## src/hdl/gray_cooccurrence_histogram_macros.svh

```systemverilog
// Assertion helpers for the co-occurrence histogram block
`ifndef GRAY_COOCCURRENCE_HISTOGRAM_MACROS_SVH
`define GRAY_COOCCURRENCE_HISTOGRAM_MACROS_SVH
`ifndef SYNTHESIS
// same-cycle implication, off during reset
`define GCH_ASSERT(label, ante, cons) \
  label: assert property (@(posedge clk) disable iff (!rst_n) (ante) |-> (cons)) \
    else $error("gch check failed");
// next-cycle implication, active through reset
`define GCH_ASSERT_NEXT(label, ante, cons) \
  label: assert property (@(posedge clk) (ante) |=> (cons)) \
    else $error("gch check failed");
`else
`define GCH_ASSERT(label, ante, cons)
`define GCH_ASSERT_NEXT(label, ante, cons)
`endif
`endif

```

## src/hdl/gch_pkg.sv

```systemverilog
package gch_pkg;

  // input word kinds (tuser)
  typedef enum logic [1:0] {
    ACT_PIXEL = 2'd0,
    ACT_READ  = 2'd1,
    ACT_CLEAR = 2'd2
  } act_t;

  // commands passed from front to back
  typedef enum logic [1:0] {
    CMD_PAIR  = 2'd0,
    CMD_READ  = 2'd1,
    CMD_CLEAR = 2'd2
  } cmd_kind_t;

  localparam int LEVEL_BITS    = 8;
  localparam int ADDR_BITS     = 2 * LEVEL_BITS;
  localparam int CFG_IDX_BITS  = 3;
  localparam int CFG_DATA_BITS = 11;
  localparam int OUT_BITS      = 32;
  localparam int Q_BITS        = 63;
  localparam int FIFO_DEPTH    = 4;
  localparam int FIFO_PTR_BITS = 2;
  localparam int FIFO_CNT_BITS = 3;

  localparam logic [OUT_BITS-1:0] FRAC_ONE = 32'h8000_0000;

  // register indexes
  localparam logic [CFG_IDX_BITS-1:0] CFG_WIDTH = 3'd0;
  localparam logic [CFG_IDX_BITS-1:0] CFG_DX    = 3'd1;
  localparam logic [CFG_IDX_BITS-1:0] CFG_DY    = 3'd2;
  localparam logic [CFG_IDX_BITS-1:0] CFG_NDV   = 3'd3;
  localparam logic [CFG_IDX_BITS-1:0] CFG_NDE   = 3'd4;

  typedef struct packed {
    cmd_kind_t            kind;
    logic                 zero;   // read of an out-of-range entry
    logic [ADDR_BITS-1:0] addr;
  } cmd_t;

endpackage

```

## src/hdl/gch_fifo.sv

```systemverilog
module gch_fifo (
  input  logic                                clk,
  input  logic                                rst_n,
  input  logic                                push,
  input  gch_pkg::cmd_t                       din,
  input  logic                                pop,
  output gch_pkg::cmd_t                       dout,
  output logic [gch_pkg::FIFO_CNT_BITS-1:0]   count
);
  import gch_pkg::*;

  cmd_t                     mem_r [FIFO_DEPTH];
  logic [FIFO_PTR_BITS-1:0] wp_r, rp_r;
  logic [FIFO_CNT_BITS-1:0] cnt_r;

  // pointers and fill level
  always_ff @(posedge clk) begin
    if (!rst_n) begin
      wp_r  <= '0;
      rp_r  <= '0;
      cnt_r <= '0;
    end else begin
      if (push) wp_r <= wp_r + FIFO_PTR_BITS'(1);
      if (pop)  rp_r <= rp_r + FIFO_PTR_BITS'(1);
      case ({push, pop})
        2'b10:   cnt_r <= cnt_r + FIFO_CNT_BITS'(1);
        2'b01:   cnt_r <= cnt_r - FIFO_CNT_BITS'(1);
        default: cnt_r <= cnt_r;
      endcase
    end
  end

  // storage
  always_ff @(posedge clk) begin
    if (push) mem_r[wp_r] <= din;
  end

  assign dout  = mem_r[rp_r];
  assign count = cnt_r;

endmodule

```

## config.mk

```make
export PLATFORM = sky130hd
export DESIGN_NAME = gch_fifo
export DESIGN_NICKNAME = d
export VERILOG_FILES = /design/src/hdl/gray_cooccurrence_histogram_macros.svh /design/src/hdl/gch_pkg.sv /design/src/hdl/gch_fifo.sv
export SDC_FILE = /design/constraint.sdc
export NUM_CORES = 1
export LEC_CHECK = 0
export BUFFER_PORTS_ARGS = -buffer_cell sky130_fd_sc_hd__buf_2
export CAP_MARGIN = 10
export CORE_MARGIN = 8
export CORE_UTILIZATION = 55
export CTS_BUF_LIST = sky130_fd_sc_hd__clkbuf_4 sky130_fd_sc_hd__clkbuf_8 sky130_fd_sc_hd__clkbuf_16
export CTS_CLUSTER_SIZE = 12
export DETAILED_ROUTE_END_ITERATION = 16
export PLACE_DENSITY = 0.77
export SYNTH_ARGS = -nofsm -noshare
export SYNTH_HDL_FRONTEND = slang
export SYNTH_SLANG_ARGS = --single-unit
```

## constraint.sdc

```tcl
create_clock -name clk -period 2 [get_ports clk]
set_input_delay 0.3 -clock clk [delete_from_list [all_inputs] [get_ports clk]]
set_output_delay 0.3 -clock clk [all_outputs]
set_load 0.01 [all_outputs]
```

* After elaboration in Yosys (flattened, before gate mapping)
Memories as Yosys holds them, arrays and structs flattened. A register that Yosys moved wholly into a read port is not among the register bits.
Index checks and enable logic that the tools add are counted.
** Operators by class
- Multiplexer cells :: 5
- Eq/ne operators :: 2
- Add/sub/neg operators :: 4
- Reduce and logical (&&, ||, !) cells :: 1
** Operators with widths (count)
- $pmux W3 S2 :: 1
- $add A2 B1 Y2 const B :: 2
- $mux W2 :: 2
- $add A3 B1 Y3 const B :: 1
- $sub A3 B1 Y3 const B :: 1
- $eq A2 B1 Y1 const B :: 1
- $eq A2 B2 Y1 const B :: 1
- $mux W1 :: 2
- $reduce_bool A2 Y1 :: 1
** Storage, ports and cells
- Output and inout port bits :: 22
- Register bits after elaboration :: 7
- RAM bits :: 76
- Memories :: 1
- Word-level logic and storage cells :: 16
** Memories
- mem_r :: depth 4, bits a word 19, rd ports 1, clocked after Yosys merged registers in 1, wr ports 1, RTL line gch_fifo.sv:12 : cmd_t mem_r [FIFO_DEPTH];

* Depth between registers and ports, before layout
Gate-level depths: netlist (run 1).
- Depth after elaboration :: 3
- Mapped depth :: 7
- Gate-level depth less buffers :: 7

* Worst setup path after synthesis (run 1)
No wires, ideal clock.
- Kind :: input port to flip-flop
- From :: input port push
- To :: register cnt_r[2] (netlist: count[2])
- Path slack :: 0.416 ns
- Arrival time :: 1.509 ns
- Cell stages on the path :: 7
- Library setup time :: 0.076 ns
- Buffers on the path :: 0
- Cell sequence :: inv_1 -> ha_1 -> inv_1 -> fa_1 -> xor2_1 -> or3_1 -> a21boi_0
** On the way
- Longest elaborated chain between the ends :: 2
- Elaborated cells between the ends (all ways) :: 4
- Classes of those cells :: eq/ne (2); mux (1); reduce/logical (1)
** Ends and longest elaborated chain
- start, declared :: RTL line gch_fifo.sv:4 : input logic push,
- $eq A2 B1 Y1 or $eq A2 B2 Y1 (tied branches) :: RTL line gch_fifo.sv:25 : case ({push, pop})
- $pmux W3 S2 or $reduce_bool A2 Y1 (tied branches)
- end signal, assigned :: RTL line gch_fifo.sv:26 : 2'b10: cnt_r <= cnt_r + FIFO_CNT_BITS'(1);
- end signal, assigned :: RTL line gch_fifo.sv:27 : 2'b01: cnt_r <= cnt_r - FIFO_CNT_BITS'(1);
- end signal, assigned :: RTL line gch_fifo.sv:28 : default: cnt_r <= cnt_r;
- end, declared :: RTL line gch_fifo.sv:14 : logic [FIFO_CNT_BITS-1:0] cnt_r;
Several ways; a longest one is shown, not always the timed one.
A chain may end at the register's enable or synchronous reset.

==> metrics.cfg, run 1 <==
[clock_tree]
postCtsSetupBuffers = 0
cts_num_sinks = 85
cts_buffer_depth = 2
cts_root_buffer = clkbuf_8
cts_tree = yes
clock_latency_ns = 0.34
cts_buffers = 9
htreeDepth = 3
cts.clk_slew.worst_paths_ns = 0.08

[detailed_routing]
top_layer = met4
ant_nets = 0
wl_met1_um = 1910
wl_met3_um = 320
met2WireLength_um = 2860
routedWlPerCell_um = 18.4
firstDrtPassIters = 4
drt_iter0_markers = 87
num_vias = 1479
routed_wl_um = 5160
viasPerCell = 5.26
drcViolationCount = 0

[timing]
relSlewSlack = 0.805
timing.final.crit_period_ns = 1.93
setup_viol = 0
clock_skew_ns = 0.00681
rsz0062_at_grt = false
fin_ws_ns = 0.0743
finalHoldViolations = 0
worstMarginPinSlew_ns = 0.292
max_freq_mhz = 519
slew_viol_final = 0
setup-tns-final_ns = 0
post-route-period-util = 0.963

[layout]
syn_to_final_growth_pct = 15.4
drive_gt1_frac = 0.369
final_nets = 230
fill_cells = 412
diodes = 0
final_cell_mix = 76 x edfxtp_1, 44 x buf_2, 10 x mux4_2, 10 x and2_1
utilization = 0.644
layout_commonest_cell = edfxtp_1

[power_and_ir_drop]
cellPowerDensity_nw_per_um2 = 925
vdd_drop_max_mv = 0.623
power.leakage_nw = 1.32

[floorplan]
core-area_um2 = 5780
die_x_um = 92.6
row_count = 28
pin_count = 45
initial_core_util = 0.558
dieArea_um2 = 8570
fp.dieH_um = 92.6

[worst_setup_path]
arrival_ns = 1.63
crit_type = flip-flop to output port
crit_path_end_kind = output port
crit_fanout = 9
rrSetupSlack_ns = 0.34
path_buf_inv = 2
crit_chain = buf_4 > mux4_1 > buf_2
critical_path_required_ns = 1.70
slowest_stage = mux4_1
crit_family = multiplexers
cp-start-kind = flip-flop
max_stage_delay_ns = 0.57
rr_startpoint = count[1]$_SDFFE_PN0P_

[grt]
antenna_found_initial = 0
grt_max_degree = 20
grt-ovfl-total = 0
first_global_vias = 1678
track_usage = 0.131
grt_pass1_wl_um = 8270

[min_path]
min_path_type = primary input to flip-flop
worstHoldStart = din[8]

[placed_design]
portBuffers = 44
gp_congestion = 0.683
pre_cts_ws_ns = 0.0751
hpwlAfterDp_um = 3550

[logic_synthesis]
syn-cell-area_um2 = 3220
seq_area_frac_synth = 0.764
yosysWarnings = 0
syn_inst = 143
synth.distinct_cells = 19
syn_nets = 172
avgSynthCellArea_um2 = 22.5
yosys_register_bits = 85

[run]
drv_cap = 0

[status]
status = finished, final reports clean

[per-layer routing]
metal	global-route usage	vias up
li1	-	692
met2	0.239	35
met3	0.0437	8
met1	0.135	744
met5	0	-
met4	0.0483	0
[layout make-up]
type	instances	area [um^2]	area share
multi-input cells	48	698	0.188
inverters	6	22.5	0.00605
flip-flops and latches	85	2460	0.662
clock inverters	7	42.5	0.0114
well taps	75	93.8	0.0252
repair buffers	51	277	0.0743
clock buffers	9	124	0.0333
[worst paths after layout]
path | to | cells past startpoint
max | dout[0] | 3
min | mem_r[2][8]$_DFFE_PP_ | 1
max reg2reg | count[2]$_SDFFE_PN0P_ | 5
min reg2reg | count[2]$_SDFFE_PN0P_ | 2
[state kept, by name, summed over array words and instances (netlist names), named ones only]
name and count:
rp_r 2, mem_r 76, count 3, wp_r 2
[metrics by stage]
stage	hold WS (ns)	power [mW]	cells	instance area (um^2)
3_5_place_dp	0.518	2.49	265	3550
2_1_floorplan	0.399	2.34	143	3220
5_1_grt	0.156	3.60	281	3720
6_report	0.171	3.44	281	3720
4_1_cts	0.157	3.48	281	3720
3_3_place_gp	0.472	2.47	265	3550
[Yosys cell counts, drive strengths merged]
master	n	area share
fa	1	0.0062
or3	1	0.0019
xnor2	2	0.0054
edfxtp	76	0.71
mux4	19	0.14
nor2b	1	0.0019
nand2	2	0.0023
buf	4	0.013
mux2i	1	0.0031
a21boi	1	0.0023
o21ai	2	0.0031
inv	6	0.0070
ha	5	0.019
xor2	3	0.0082
dfxtp	9	0.056
and2	10	0.019
[what timing repair did]
| action | 4_1_cts | 5_1_grt |
|---|---|---|
| resized for setup | 0 | 1 |
| setup endpoints to repair | 0 | 2 |
| hold buffers | 0 | 0 |
| hold endpoints to repair | 0 | 0 |
[where the power goes]
part	switching, mW	total, mW	leakage [nW]	internal (mW)
logic	0.197	0.386	0.469	0.188
clock network	0.555	0.996	0.0824	0.441
registers	0.0311	2.06	0.772	2.03
total	0.784	3.44	1.32	2.66
[worst reg2reg max path: stages (launching register included)]
cell	delay (ns)
dfxtp_1	0.37
inv_1	0.07
fa_1	0.43
xor2_1	0.18
or3_1	0.32
a21boi_0	0.20
[cells by family after synthesis]
family,Yosys count,synth area share
mux,20,0.146
buf+inv,10,0.0198
flops,85,0.764
fa+ha+maj,6,0.0256
compound gates,3,0.00543
simple gates,14,0.0256
xor+xnor,5,0.0136
Note: power is estimated with default switching activity, not from simulation.
==> run 2, diff against run 1 <==
--- a/config.mk
+++ b/config.mk
@@ -12,7 +12,8 @@
 export CTS_BUF_LIST = sky130_fd_sc_hd__clkbuf_4 sky130_fd_sc_hd__clkbuf_8 sky130_fd_sc_hd__clkbuf_16
 export CTS_CLUSTER_SIZE = 12
 export DETAILED_ROUTE_END_ITERATION = 16
-export PLACE_DENSITY = 0.77
+export PLACE_DENSITY_LB_ADDON = 0.12
+export RECOVER_POWER = 50
 export SYNTH_ARGS = -nofsm -noshare
 export SYNTH_HDL_FRONTEND = slang
 export SYNTH_SLANG_ARGS = --single-unit
==> metrics.cfg, run 2 (synthesis gave the netlist of run 1 again) <==
[placed_design]
dp.cells = 266  ; +0.38%
gp_congestion = 0.633  ; -7.3%
pre_cts_ws_ns = 0.167  ; +0.0915 ns
hpwlAfterDp_um = 3760  ; +6.1%
placed_area_um2 = 3570  ; +0.56%
portBuffers = 44  ; unchanged

[floorplan]
core-area_um2 = 5780  ; unchanged
row_count = 28  ; unchanged
pin_count = 45  ; unchanged
die_x_um = 92.6  ; unchanged
dieArea_um2 = 8570  ; unchanged
fp.dieH_um = 92.6  ; unchanged
initial_core_util = 0.558  ; unchanged

[worst_setup_path]
max_stage_delay_ns = 0.57  ; about the same
path_buf_inv = 2  ; unchanged
critical_path_required_ns = 1.70  ; about the same
crit_chain = buf_12 > mux4_1 > buf_2
crit_fanout = 9  ; unchanged
cp-start-kind = flip-flop
crit_path_end_kind = output port
arrival_ns = 1.62  ; about the same
crit_type = flip-flop to output port
crit_family = multiplexers
slowest_stage = mux4_1
rr_startpoint = wp_r[0]$_SDFFE_PN0P_

[detailed_routing]
ant_nets = 0  ; unchanged
firstDrtPassIters = 4  ; unchanged
drt_iter0_markers = 61  ; -30%
drcViolationCount = 0  ; unchanged
routedWlPerCell_um = 19.7  ; +7.3%
num_vias = 1527  ; +3.2%
routed_wl_um = 5570  ; +8.1%
viasPerCell = 5.40  ; +2.5%

[grt]
first_global_vias = 1702  ; +1.4%
track_usage = 0.138  ; +0.00760
grt-ovfl-total = 0  ; unchanged
antenna_found_initial = 0  ; unchanged
grt_pass1_wl_um = 8630  ; +4.3%
use_met1 = 0.137  ; +0.00128
met3_usage = 0.0526  ; +0.00890
top_usage_layer = met2
grt_max_degree = 20  ; unchanged
met2_usage = 0.244  ; +0.00477

[clock_tree]
htreeDepth = 3  ; unchanged
cts.clk_slew.worst_paths_ns = 0.07  ; about the same
postCtsSetupBuffers = 0  ; unchanged
cts_root_buffer = clkbuf_8
cts_tree = yes
cts_buffers = 9  ; unchanged
cts_buffer_depth = 2  ; unchanged
cts_num_sinks = 85  ; unchanged
ctsHoldBuffers = 0  ; unchanged
clock_latency_ns = 0.34  ; about the same

[power_and_ir_drop]
vdd_drop_max_mv = 0.709  ; +14%
clockPowerShare = 0.360  ; +0.071
p_int_mw = 3.08  ; +16%
power_frac_comb = 0.102  ; -0.010
power_switching_share = 0.202  ; -0.0261
report.power.total_mw = 3.85  ; +12%
cellPowerDensity_nw_per_um2 = 1010  ; +9.4%
seqPwrFrac = 0.538  ; -0.060
power.leakage_nw = 1.31  ; -1.1%
p_sw_uw = 776  ; -0.94%

[layout]
final_cell_mix = 76 x edfxtp_1, 24 x clkbuf_1, 21 x buf_2
multiInputGateArea_um2 = 698  ; unchanged
largest_reg_flops = 76  ; unchanged
seqCellArea_um2 = 2470  ; +0.20%
utilization = 0.658  ; +0.0147
instances_no_fill = 283  ; +0.71%
diodes = 0  ; unchanged
final_area_um2 = 3800  ; +2.3%
syn_to_final_growth_pct = 18.0
final_nets = 232  ; +0.87%
drive_gt1_frac = 0.269  ; -0.0997
largest-register = mem_r
fill_cells = 419  ; +1.7%
layout_commonest_cell = edfxtp_1

[timing]
setup-tns-final_ns = 0  ; unchanged
fin_ws_ns = 0.0806  ; +0.00627 ns
relSlewSlack = 0.345  ; -0.460
timing.final.crit_period_ns = 1.92  ; -0.00627 ns
setup_viol = 0  ; unchanged
finalHoldViolations = 0  ; unchanged
clock_skew_ns = 0.00554  ; -0.00127 ns
post-route-period-util = 0.960  ; -0.00313
fin_hold_ws_ns = 0.215  ; +0.0441 ns
rsz0062_at_grt = false
worstMarginPinSlew_ns = 0.982  ; +0.690 ns
max_freq_mhz = 521  ; +0.33%
slew_viol_final = 0  ; unchanged

[min_path]
min_path_type = primary input to flip-flop
worstHoldStart = din[1]

[run]
drv_cap = 0  ; unchanged

[status]
status = finished, final reports clean

-- run 2: changes by cell type in the layout (fill, tap and decap cells not counted), sizes merged --
cell / delta
clkbuf: +27
clkinv: -3
clkinvlp: -2
buf: -23
bufinv: +3
-- run 2: final cells by class --
type                    count  area share
flip-flops and latches     85       0.648
multi-input cells          48       0.183
repair buffers             53      0.0750
clock buffers              11      0.0365
clock inverters             5      0.0260
well taps                  75      0.0247
inverters                   6     0.00592
-- run 2: worst paths after layout --
check                                             end  slack, ns  cells past startpoint
worst max-delay path                         dout[16]       0.08                      3
worst min-delay path            mem_r[2][1]$_DFFE_PP_       0.21                      1
worst max register to register  mem_r[2][4]$_DFFE_PP_       0.25                      3
worst min register to register  count[2]$_SDFFE_PN0P_       0.51                      2
-- run 2: power groups by stage --
stage / logic [mW] / registers, mW / clock network [mW]
final: 0.393 / 2.07 / 1.39
after global routing: 0.431 / 2.08 / 1.48
after CTS: 0.402 / 2.07 / 1.42
after detailed placement: 0.399 / 2.11 / 0
after global placement: 0.385 / 2.10 / 0
after floorplan: 0.243 / 2.09 / 0
-- run 2: per-layer routing --
layer | share of wire | wire (um)
met4 | 0.019 | 106
met3 | 0.060 | 334
met2 | 0.54 | 3000
met1 | 0.38 | 2140
met5 | 0 | 0
-- run 2: timing repair --
action,in CTS,in global routing
cloned,0,1
endpoints found under the setup margin,17,6
resized for setup,2,1
==> run 3, diff against run 2 <==
==> constraint.sdc (replaced) <==
create_clock -name clk -period 1.8 [get_ports clk]
set_input_delay 0.27 -clock clk [delete_from_list [all_inputs] [get_ports clk]]
set_output_delay 0.27 -clock clk [all_outputs]
set_load 0.01 [all_outputs]
==> metrics.cfg, run 3 (synthesis gave the netlist of run 1 again) <==
[worst_setup_path]
crit_type = flip-flop to output port
crit_family = multiplexers
slowest_stage = mux4_2
crit_path_end_kind = output port
path_buf_inv = 2  ; unchanged
crit_chain = buf_12 > mux4_2 > buf_6
cp-start-kind = flip-flop
max_stage_delay_ns = 0.53  ; -0.04 ns
arrival_ns = 1.56  ; -0.06 ns
critical_path_required_ns = 1.53  ; -0.17 ns
crit_fanout = 9  ; unchanged

[layout]
final_nets = 234  ; +0.86%
layout_commonest_cell = edfxtp_1
final_area_um2 = 3880  ; +1.9%
largest_reg_flops = 76  ; unchanged
utilization = 0.671  ; +0.0126
largest-register = mem_r
drive_gt1_frac = 0.338  ; +0.0689
final_cell_mix = 76 x edfxtp_1, 19 x mux4_2, 19 x clkbuf_1
syn_to_final_growth_pct = 20.3
diodes = 0  ; unchanged

[timing]
slew_viol_final = 0  ; unchanged
max_freq_mhz = 546
fin_ws_ns = -0.0311  ; -0.112 ns
finalHoldViolations = 0  ; unchanged
relSlewSlack = 0.347  ; +0.00205
post-route-period-util = 1.02
worstMarginPinSlew_ns = 0.979  ; -0.00307 ns
clock_skew_ns = 0.00721  ; +0.00167 ns
setup_viol = 15  ; +15
timing.final.crit_period_ns = 1.83
rsz0062_at_grt = true

[detailed_routing]
routedWlPerCell_um = 18.9  ; -4.2%
drcViolationCount = 0  ; unchanged
viasPerCell = 5.32  ; -1.4%
firstDrtPassIters = 4  ; unchanged
num_vias = 1516  ; -0.72%
drt_iter0_markers = 52  ; -15%
ant_nets = 0  ; unchanged
routed_wl_um = 5380  ; -3.5%

[grt]
track_usage = 0.133  ; -0.00520
antenna_found_initial = 0  ; unchanged
first_global_vias = 1705  ; +0.18%
grt_pass1_wl_um = 8450  ; -2.0%
grt_max_degree = 20  ; unchanged
grt-ovfl-total = 0  ; unchanged

[clock_tree]
cts_buffer_depth = 2  ; unchanged
postCtsSetupBuffers = 0  ; unchanged
cts.clk_slew.worst_paths_ns = 0.08  ; about the same
cts_buffers = 9  ; unchanged
cts_root_buffer = clkbuf_8
clock_latency_ns = 0.34  ; about the same
cts_tree = yes
cts_num_sinks = 85  ; unchanged
htreeDepth = 3  ; unchanged

[run]
drv_cap = 0  ; unchanged

[placed_design]
pre_cts_ws_ns = -0.0707  ; -0.237 ns
hpwlAfterDp_um = 3590  ; -4.5%
gp_congestion = 0.636  ; +0.46%
placed_area_um2 = 3580  ; +0.42%
portBuffers = 44  ; unchanged

[floorplan]
die_x_um = 92.6  ; unchanged
row_count = 28  ; unchanged
dieArea_um2 = 8570  ; unchanged
initial_core_util = 0.558  ; unchanged
core-area_um2 = 5780  ; unchanged
pin_count = 45  ; unchanged
fp.dieH_um = 92.6  ; unchanged

[status]
status = complete, but fails checks
violations = setup timing

[power_and_ir_drop]
vdd_drop_max_mv = 0.558  ; -21%
cellPowerDensity_nw_per_um2 = 1100  ; +8.2%
power.leakage_nw = 1.33  ; +1.3%

[min_path]
min_path_type = primary input to flip-flop

==> run 3: final timing paths <==
path / start / endpoint / slack (ns) / cells after the start
worst min-delay path: din[7] / mem_r[3][7]$_DFFE_PP_ / 0.18 / 1
worst max-delay path: flip-flop / dout[11] / -0.03 / 3
worst max register to register: wp_r[1]$_SDFFE_PN0P_ / mem_r[2][16]$_DFFE_PP_ / 0.11 / 2
worst min register to register: count[2]$_SDFFE_PN0P_ / count[2]$_SDFFE_PN0P_ / 0.51 / 2
==> run 3: power breakdown <==
| part | switching [mW] | total (mW) | internal (mW) |
|---|---|---|---|
| logic | 0.245 | 0.538 | 0.293 |
| registers | 0.0354 | 2.29 | 2.25 |
| clock network | 0.624 | 1.42 | 0.794 |
| total | 0.905 | 4.25 | 3.34 |
==> run 3: final cells by class <==
type	instances	area, um^2
Clock buffer	10	131
Tap cell	75	93.8
Multi-Input combinational cell	48	664
Timing Repair Buffer	55	412
Sequential cell	85	2470
Fill cell	405	1900
Clock inverter	6	87.6
Inverter	6	22.5
==> run 3: timing repair <==
| action | in CTS | in global routing |
|---|---|---|
| cloned | 1 | 0 |
| resized for setup | 20 | 8 |
| endpoints found under the setup margin | 19 | 19 |
| hold buffers | 0 | 0 |
==> run 3: per-stage QoR <==
step	std cells	TNS [ns]	hold slack, ns	power, mW
3_3_place_gp	268	0	0.470	2.76
5_1_grt	285	-1.37	0.173	4.42
4_1_cts	285	-0.720	0.124	4.27
2_1_floorplan	143	0	0.369	2.60
3_5_place_dp	268	-0.0707	0.485	2.79
6_report	285	-0.176	0.177	4.25
==> run 3: layer usage <==
metal	track usage	routed length [um]	up-vias	share of wire
li1	-	-	692	-
met1	0.149	2160	785	0.40
met2	0.226	2810	30	0.52
met3	0.0396	305	9	0.057
met4	0.0671	102	0	0.019
met5	0	0	-	0
